[config.mk]
export PLATFORM = sky130hd
export DESIGN_NAME = circular_fifo_queue_unit
export DESIGN_NICKNAME = d
export VERILOG_FILES = /design/src/design/cfq_pkg.sv /design/src/design/cfq_ram.sv /design/src/design/circular_fifo_queue_unit.sv
export SDC_FILE = /design/constraint.sdc
export NUM_CORES = 1
export LEC_CHECK = 0
export BUFFER_PORTS_ARGS = -buffer_cell sky130_fd_sc_hd__buf_2
export CAP_MARGIN = 40
export CORE_UTILIZATION = 50
export CTS_BUF_LIST = sky130_fd_sc_hd__clkbuf_4 sky130_fd_sc_hd__clkbuf_8
export DETAILED_ROUTE_END_ITERATION = 12
export GPL_TIMING_DRIVEN = 0
export PLACE_DENSITY = 0.66
export SLEW_MARGIN = 20
export SYNTH_ARGS = -nofsm -noshare
export SYNTH_HDL_FRONTEND = slang
export SYNTH_SLANG_ARGS = --single-unit
[constraint.sdc]
create_clock -name clk -period 4.2 [get_ports clk]
set_input_delay 1.05 -clock clk [delete_from_list [all_inputs] [get_ports clk]]
set_output_delay 1.05 -clock clk [all_outputs]
set_load 0.01 [all_outputs]
[src/design/cfq_pkg.sv]
// Shared constants, types and helpers for the circular FIFO queue.
package cfq_pkg;

    localparam int DEPTH            = 16;
    localparam int WORD_BITS        = 32;
    localparam int PTR_BITS         = $clog2(DEPTH);
    localparam int CNT_BITS         = $clog2(DEPTH + 1);
    localparam int ACTION_BITS      = 3;
    localparam int STATUS_BITS      = 2;
    localparam int COUNT_FIELD_BITS = 5;
    localparam int TDATA_BITS       = 40;
    localparam int TDATA_PAD_BITS   = TDATA_BITS - WORD_BITS - COUNT_FIELD_BITS;

    typedef logic [PTR_BITS-1:0]  ptr_t;
    typedef logic [CNT_BITS-1:0]  cnt_t;
    typedef logic [WORD_BITS-1:0] word_t;

    typedef enum logic [ACTION_BITS-1:0] {
        ACT_APPEND   = 3'd0,
        ACT_SERVE    = 3'd1,
        ACT_SIZE     = 3'd2,
        ACT_CLEAR    = 3'd3,
        ACT_TRAVERSE = 3'd4
    } action_t;

    typedef enum logic [STATUS_BITS-1:0] {
        ST_OK    = 2'd0,
        ST_FULL  = 2'd1,
        ST_EMPTY = 2'd2
    } status_t;

    // Wrap on the pointer itself; DEPTH need not be a power of two.
    function automatic ptr_t ptr_advance(input ptr_t p);
        ptr_t r;
        if (p == ptr_t'(DEPTH - 1))
            r = '0;
        else
            r = p + ptr_t'(1);
        return r;
    endfunction

endpackage

[src/design/cfq_ram.sv]
// Simple dual-port synchronous RAM, one write and one registered read port.
module cfq_ram #(
    parameter int DEPTH_P = 16,
    parameter int WIDTH_P = 32,
    parameter int ADDR_BITS_P = $clog2(DEPTH_P)
) (
    input  logic                   clk,
    input  logic                   wr_en,
    input  logic [ADDR_BITS_P-1:0] wr_addr,
    input  logic [WIDTH_P-1:0]     wr_data,
    input  logic [ADDR_BITS_P-1:0] rd_addr,
    output logic [WIDTH_P-1:0]     rd_data
);

    logic [WIDTH_P-1:0] mem [DEPTH_P];
    logic [WIDTH_P-1:0] rd_data_reg;

    always_ff @(posedge clk)
    begin
        if (wr_en)
        begin
            mem[wr_addr] <= wr_data;
        end
        rd_data_reg <= mem[rd_addr];
    end

    assign rd_data = rd_data_reg;

endmodule

[src/design/circular_fifo_queue_unit.sv]
// Circular FIFO queue: pointer/count control, slot RAM and output register.
// Append, size, clear and unused codes give their beat in the cycle after accept; serve and
//   the first traverse beat pass through the slot RAM read register, then the output register.
// New actions are taken only in idle with the output free, so serve and traverse hold off the
//   next action until done; a non-empty traverse does one slot RAM read per stored word.
// Reset clears head, tail, count, state and output valid; slot RAM contents are not cleared.
module circular_fifo_queue_unit (
    input  logic        clk,
    input  logic        rst_n,
    input  logic        s_tvalid,
    output logic        s_tready,
    input  logic [31:0] s_tdata,   // [31:0] entry_value
    input  logic [2:0]  s_tuser,   // [2:0] action
    output logic        m_tvalid,
    input  logic        m_tready,
    output logic [39:0] m_tdata,   // [31:0] data_out, [36:32] count_out, [39:37] zero
    output logic [1:0]  m_tuser,   // [1:0] status
    output logic        m_tlast
);

    typedef enum logic [2:0] {
        S_IDLE  = 3'b001,
        S_SERVE = 3'b010,
        S_WALK  = 3'b100
    } state_t;

    state_t            state_reg, state_next;
    cfq_pkg::ptr_t     head_reg, head_next;
    cfq_pkg::ptr_t     tail_reg, tail_next;
    cfq_pkg::cnt_t     fill_reg, fill_next;
    cfq_pkg::ptr_t     walk_ptr_reg, walk_ptr_next;
    cfq_pkg::cnt_t     walk_left_reg, walk_left_next;

    logic              m_valid_reg, m_valid_next;
    cfq_pkg::status_t  out_status_reg, out_status_next;
    cfq_pkg::word_t    out_data_reg, out_data_next;
    cfq_pkg::cnt_t     out_count_reg, out_count_next;
    logic              out_last_reg, out_last_next;

    logic              out_free;
    logic              accept;
    logic              is_empty;
    logic              is_full;
    logic              wr_en;
    cfq_pkg::ptr_t     rd_addr;
    cfq_pkg::word_t    rd_data;
    cfq_pkg::action_t  action;

    cfq_ram #(
        .DEPTH_P (cfq_pkg::DEPTH),
        .WIDTH_P (cfq_pkg::WORD_BITS)
    ) u_ram (
        .clk     (clk),
        .wr_en   (wr_en),
        .wr_addr (tail_reg),
        .wr_data (s_tdata),
        .rd_addr (rd_addr),
        .rd_data (rd_data)
    );

    assign out_free = !m_valid_reg || m_tready;
    assign s_tready = (state_reg == S_IDLE) && out_free;
    assign accept   = s_tvalid && s_tready;
    assign action   = cfq_pkg::action_t'(s_tuser);
    assign is_empty = (fill_reg == '0);
    assign is_full  = (fill_reg == cfq_pkg::cnt_t'(cfq_pkg::DEPTH));

    always_comb
    begin
        state_next      = state_reg;
        head_next       = head_reg;
        tail_next       = tail_reg;
        fill_next       = fill_reg;
        walk_ptr_next   = walk_ptr_reg;
        walk_left_next  = walk_left_reg;
        m_valid_next    = m_valid_reg && !m_tready;
        out_status_next = out_status_reg;
        out_data_next   = out_data_reg;
        out_count_next  = out_count_reg;
        out_last_next   = out_last_reg;
        wr_en           = 1'b0;
        rd_addr         = head_reg;

        unique case (state_reg)
            S_IDLE:
            begin
                if (accept)
                begin
                    m_valid_next    = 1'b1;
                    out_status_next = cfq_pkg::ST_OK;
                    out_data_next   = '0;
                    out_count_next  = fill_reg;
                    out_last_next   = 1'b1;
                    unique case (action)
                        cfq_pkg::ACT_APPEND:
                        begin
                            if (is_full)
                            begin
                                out_status_next = cfq_pkg::ST_FULL;
                            end
                            else
                            begin
                                wr_en          = 1'b1;
                                tail_next      = cfq_pkg::ptr_advance(tail_reg);
                                fill_next      = fill_reg + cfq_pkg::cnt_t'(1);
                                out_count_next = fill_reg + cfq_pkg::cnt_t'(1);
                            end
                        end
                        cfq_pkg::ACT_SERVE:
                        begin
                            if (is_empty)
                            begin
                                out_status_next = cfq_pkg::ST_EMPTY;
                            end
                            else
                            begin
                                // beat goes out once the head word is read
                                m_valid_next = 1'b0;
                                head_next    = cfq_pkg::ptr_advance(head_reg);
                                fill_next    = fill_reg - cfq_pkg::cnt_t'(1);
                                state_next   = S_SERVE;
                            end
                        end
                        cfq_pkg::ACT_SIZE:
                        begin
                            if (is_empty)
                            begin
                                out_status_next = cfq_pkg::ST_EMPTY;
                            end
                        end
                        cfq_pkg::ACT_CLEAR:
                        begin
                            if (is_empty)
                            begin
                                out_status_next = cfq_pkg::ST_EMPTY;
                            end
                            else
                            begin
                                head_next      = '0;
                                tail_next      = '0;
                                fill_next      = '0;
                                out_count_next = '0;
                            end
                        end
                        cfq_pkg::ACT_TRAVERSE:
                        begin
                            if (is_empty)
                            begin
                                out_status_next = cfq_pkg::ST_EMPTY;
                            end
                            else
                            begin
                                m_valid_next   = 1'b0;
                                walk_ptr_next  = head_reg;
                                walk_left_next = fill_reg;
                                state_next     = S_WALK;
                            end
                        end
                        default:
                        begin
                            out_status_next = cfq_pkg::ST_OK;
                        end
                    endcase
                end
            end
            S_SERVE:
            begin
                // output register was drained at accept, so it is free here
                m_valid_next    = 1'b1;
                out_status_next = cfq_pkg::ST_OK;
                out_data_next   = rd_data;
                out_count_next  = fill_reg;
                out_last_next   = 1'b1;
                state_next      = S_IDLE;
            end
            S_WALK:
            begin
                rd_addr = walk_ptr_reg;
                if (out_free)
                begin
                    m_valid_next    = 1'b1;
                    out_status_next = cfq_pkg::ST_OK;
                    out_data_next   = rd_data;
                    out_count_next  = fill_reg;
                    out_last_next   = (walk_left_reg == cfq_pkg::cnt_t'(1));
                    walk_ptr_next   = cfq_pkg::ptr_advance(walk_ptr_reg);
                    walk_left_next  = walk_left_reg - cfq_pkg::cnt_t'(1);
                    // prefetch the next slot so data is ready on the following cycle
                    rd_addr         = cfq_pkg::ptr_advance(walk_ptr_reg);
                    if (walk_left_reg == cfq_pkg::cnt_t'(1))
                    begin
                        state_next = S_IDLE;
                    end
                end
            end
            default:
            begin
                state_next = S_IDLE;
            end
        endcase
    end

    always_ff @(posedge clk or negedge rst_n)
    begin
        if (!rst_n)
        begin
            state_reg     <= S_IDLE;
            head_reg      <= '0;
            tail_reg      <= '0;
            fill_reg      <= '0;
            walk_ptr_reg  <= '0;
            walk_left_reg <= '0;
            m_valid_reg   <= 1'b0;
        end
        else
        begin
            state_reg     <= state_next;
            head_reg      <= head_next;
            tail_reg      <= tail_next;
            fill_reg      <= fill_next;
            walk_ptr_reg  <= walk_ptr_next;
            walk_left_reg <= walk_left_next;
            m_valid_reg   <= m_valid_next;
        end
    end

    always_ff @(posedge clk)
    begin
        out_status_reg <= out_status_next;
        out_data_reg   <= out_data_next;
        out_count_reg  <= out_count_next;
        out_last_reg   <= out_last_next;
    end

    assign m_tvalid = m_valid_reg;
    assign m_tdata  = {{cfq_pkg::TDATA_PAD_BITS{1'b0}},
                       cfq_pkg::COUNT_FIELD_BITS'(out_count_reg),
                       out_data_reg};
    assign m_tuser  = out_status_reg;
    assign m_tlast  = out_last_reg;

endmodule

==> results summary <==
The via count of the first global-routing pass is roughly 18k. The leading cell type by number of instances after synthesis is sky130_fd_sc_hd__edfxtp_1. The flow ran to the end, and the final reports show no timing, DRC or antenna violations. The sort of element at the start of the critical path is a flip-flop. The least setup slack across all paths after layout came out at 0.0836 ns. The deepest level of the CTS H-tree is 3.

The number of max-capacitance violations reported is 0. The maximum number of buffers from clock root to sink came out at 3. The flop-to-flop setup slack is ~0.4 ns. The total number of clock tree sinks came out at 610. After detailed placement, the design holds a cell count of 2,643. The switching power share of the total is a little under two fifths. The met3 track utilization from global routing is under 10%.

Across all layers, the routed design uses roughly 18k vias. The final max-slew violation count came to 0. The async set or reset register ratio after synthesis came out at between 4 and 5%.

The first-pass GRT wire length came out at roughly 110,000 um. The post-cts resize count came out at 0. In this run the tool buffered the top-level ports with 80 buffer cells. The worst-case vdd ir drop came out at around 0.33 mV. The clock-pin slew on the worst setup and hold paths is 0.06 ns. STA classifies the critical path endpoint as a primary output. The initial utilization of the core area, before any placement, comes to 50.6%. The worst pin sits at a relative slew slack of ~37%. In this run the worst hold path is classified as in2async. The total overflow reported by the global router is 0. The remaining number of nets flagged by the antenna check after routing came out at 0. Pin placement for this block handled 84 I/O pins. Overall power consumption after layout is estimated at just over 20 mW. The largest individual stage delay along the critical path comes from the cell sky130_fd_sc_hd__clkbuf_1. The sequential share of power is between 30% and 40%. The leakage component of the power came out at between 10 and 15 nW. Buffers added to address setup during post-CTS repair amount to 0. sky130_fd_sc_hd__edfxtp_1 takes more of the synthesized area than any other cell. The critical path is of the reg2out type.

During synthesis, Yosys emitted a total of 0 warnings. Derived from the worst setup path, the maximum achievable clock frequency is about 240 MHz. The fraction of layout cells with a size suffix above 1 came out at about 17%. The post-placement worst setup slack is around 0.13 ns. Synthesis instantiated 70 different standard cells from the library. The startpoint identified for the worst register-to-register timing path is walk_ptr_reg[0].

The required time of the critical path is about 3.2 ns. The transition at the pin with the smallest max-transition slack came out at between 0.9 and 1 ns. The buffering stage count on the worst path with inverters included is 4. The floorplan step set the die width to approximately 230 um. The filler-free cell count of the finished design came out at 2,836.

Sequential cells were found to cover approximately 69% of the synthesized design area. The initial antenna violation count is 1. The relative contribution of the clock network to total power came out at 25.9%. The critical-path maximum fanout came out at 10.

The register bit count reported by yosys is 610. The buffer type at the clock tree root is sky130_fd_sc_hd__clkbuf_8. The highest-utilization routing layer at the global route stage is met2. For the worst-skew pair, the clock arrives at the later sink with an insertion delay of slightly above 0.7 ns. The clock tree from TritonCTS is yes. The end-of-flow core utilization is around three fifths. After synthesis, the cell types taking the most area are sky130_fd_sc_hd__edfxtp_1 (64%), sky130_fd_sc_hd__a21oi_1 (2.9%), sky130_fd_sc_hd__o2111a_1 (2.7%), sky130_fd_sc_hd__dfxtp_1 (2.5%), sky130_fd_sc_hd__dfrtp_1 (2.4%). The arrival time at the worst endpoint is 3.07 ns.

The synthesized instance count came out at between 1.5k and 2k. At the end of the flow, the number of nets in the layout was 2,117. The most used flip-flop cell after synthesis is sky130_fd_sc_hd__edfxtp_1. The layout-stage area growth over the synthesis result is 14.7%. The final setup violation count came out at 0.

The DRC violation count after routing is 0. The critical path goes through nor2b_1, buf_2, clkbuf_1, clkbuf_1, nor2_1, buf_2. The die covers roughly 53,000 um2. The power density of the placed cells is 681 nW/um2. Setup repair after global routing left no endpoint under its margin.

Entering global routing, the biggest net connects 33 pins. For this run, global-route usage on met1 was measured as around 40%. Once detailed placement completed, the half-perimeter wirelength came to between 50,000 and 60,000 um. The reg-to-reg endpoint is u_ram.rd_data[11]. The fraction of synthesized cell area taken by the top area cell type is a little under two thirds.

Internal power comes to ~13 mW. The cell family contributing the most delay on the critical path is buffers and inverters. The number of buffers inserted by hold repair at cts came out at 0. The worst path uses ~98% of the clock period. Row generation in the floorplan step produced 83 rows. The total net switching power is roughly 7.7 mW. For met2 alone, demand over resource in global routing was 45.9%. The first TritonRoute pass finished after 8 iterations. TritonCTS created 99 clock buffers.

For this block, the initial DRC count from the detailed router was between 2k and 2.5k. At the end of routability-driven placement, the weighted congestion stood at 0.913. After routing, the total negative slack on setup checks comes to 0 ns. The synthesized area per cell came out at around 14 um2. The filler cell count came out at approximately 4.1k. The flip-flop count of the largest register after layout came out at between 500 and 600. The area of the mapped netlist is about 26,000 um2.

The number of cells on the worst reg-to-reg path is 11. The detailed-route wire length per cell is around 28 um. The height of the die is 230 um. The smallest clock period supported by the final layout is computed as a little over 4 ns.

Ranked by instance count, the synthesized netlist is headed by sky130_fd_sc_hd__edfxtp_1 (552), sky130_fd_sc_hd__a21oi_1 (150), sky130_fd_sc_hd__clkbuf_1 (119). The region available for standard cell placement spans between 50,000 and 60,000 um2. The biggest cell delay along the critical path is around 0.6 ns. The number of hold violations in the final report came out at 0.

The routed via count divided by cell count is 6.44. The aggregate global-route resource usage came out at a little under 30%. The number of synthesized flops with an enable pin is roughly 550.

The final setup skew came out at 0.0439 ns. The relative contribution of combinational cells to total power is 37.6%. The wire length reported by the detailed router came out at ~78,000 um.
## cells by family after synthesis
logic type | share of synthesized area [%]
simple gates | 8.13
flops | 68.9
buf+inv | 3.09
mux | 1.57
compound gates | 17.7
fa+ha+maj | 0.482
other cells | 0.0145
xor+xnor | 0.135
## power by group through the flow
stage	clock network (mW)	registers, mW	logic, mW
floorplan	0	7.60	4.40
global placement	0	7.53	7.11
detailed placement	0	7.51	7.43
CTS	5.29	7.39	7.47
global route	5.55	7.43	8.04
finish	5.25	7.39	7.62
## cell usage in the layout, fill, tap and decap left out, types with 25 or more instances in the layout
master / netlist / layout
sky130_fd_sc_hd__a32oi_1: 64 / 64
sky130_fd_sc_hd__edfxtp_1: 552 / 552
sky130_fd_sc_hd__nand2b_1: 38 / 38
sky130_fd_sc_hd__a21boi_0: 65 / 65
sky130_fd_sc_hd__o2111a_1: 63 / 63
sky130_fd_sc_hd__o21a_1: 32 / 32
sky130_fd_sc_hd__nand2_1: 93 / 93
sky130_fd_sc_hd__a21oi_1: 150 / 150
sky130_fd_sc_hd__and3_1: 29 / 29
sky130_fd_sc_hd__a221oi_1: 31 / 31
sky130_fd_sc_hd__mux2i_1: 35 / 35
sky130_fd_sc_hd__dfrtp_1: 25 / 25
sky130_fd_sc_hd__clkbuf_4: 0 / 38
sky130_fd_sc_hd__a211o_1: 65 / 65
sky130_fd_sc_hd__nand3_1: 66 / 66
sky130_fd_sc_hd__dfxtp_1: 32 / 32
sky130_fd_sc_hd__o21ai_0: 55 / 55
sky130_fd_sc_hd__buf_2: 32 / 113
sky130_fd_sc_hd__clkbuf_8: 0 / 113
sky130_fd_sc_hd__nor3_1: 40 / 40
sky130_fd_sc_hd__and2_1: 80 / 64
sky130_fd_sc_hd__clkbuf_1: 119 / 118
sky130_fd_sc_hd__o311ai_1: 32 / 32
## per-layer routing
| layer | wire length [um] | vias up |
|---|---|---|
| met2 | 36100 | 1112 |
| li1 | - | 7814 |
| met3 | 7530 | 204 |
| met5 | 0 | - |
| met1 | 31500 | 9127 |
| met4 | 3090 | 0 |
## worst max-delay path by stage
stage / from / end / slack (ns) / depth (start not counted)
6_report: m_tvalid / s_tready / 0.08 / 6
5_1_grt: m_tvalid / s_tready / 0.002 / 6
4_1_cts: m_tvalid / s_tready / 0.13 / 6
2_1_floorplan: m_tready / m_tlast / 0.36 / 6
3_3_place_gp: m_tready / out_data_reg[17] / -1.73 / 7
3_5_place_dp: m_tready / u_ram.rd_data[8] / 0.13 / 10
## layout make-up
cell class	count	area (um2)	area share (%)
clock inverters	35	198	0.664
diodes	3	7.51	0.0252
flip-flops and latches	610	17900	60.0
inverters	12	45.0	0.151
repair buffers	105	872	2.93
multi-input cells	1069	7330	24.6
well taps	680	851	2.86
clock buffers	151	1840	6.18
plain buffers	171	758	2.55
## through the flow
| stage | cell area (um2) | hold slack, ns |
|---|---|---|
| after floorplan | 26000 | 0.482 |
| after global placement | 27200 | 0.490 |
| after detailed placement | 27700 | 0.491 |
| after CTS | 29700 | 0.334 |
| after global routing | 29800 | 0.393 |
| final | 29800 | 0.355 |
## worst register-to-register path, cell delays in order (launching register included)
cell and delay (ns):
sky130_fd_sc_hd__dfrtp_1 0.48, sky130_fd_sc_hd__ha_1 0.33, sky130_fd_sc_hd__buf_2 0.20, sky130_fd_sc_hd__inv_2 0.12
sky130_fd_sc_hd__o211a_1 0.33, sky130_fd_sc_hd__buf_2 0.24, sky130_fd_sc_hd__nor2_1 0.25, sky130_fd_sc_hd__buf_2 0.41
sky130_fd_sc_hd__buf_1 0.63, sky130_fd_sc_hd__a21oi_1 0.09, sky130_fd_sc_hd__a21boi_0 0.16, sky130_fd_sc_hd__o311ai_1 0.39
Note: power is estimated with default switching activity, not from simulation.
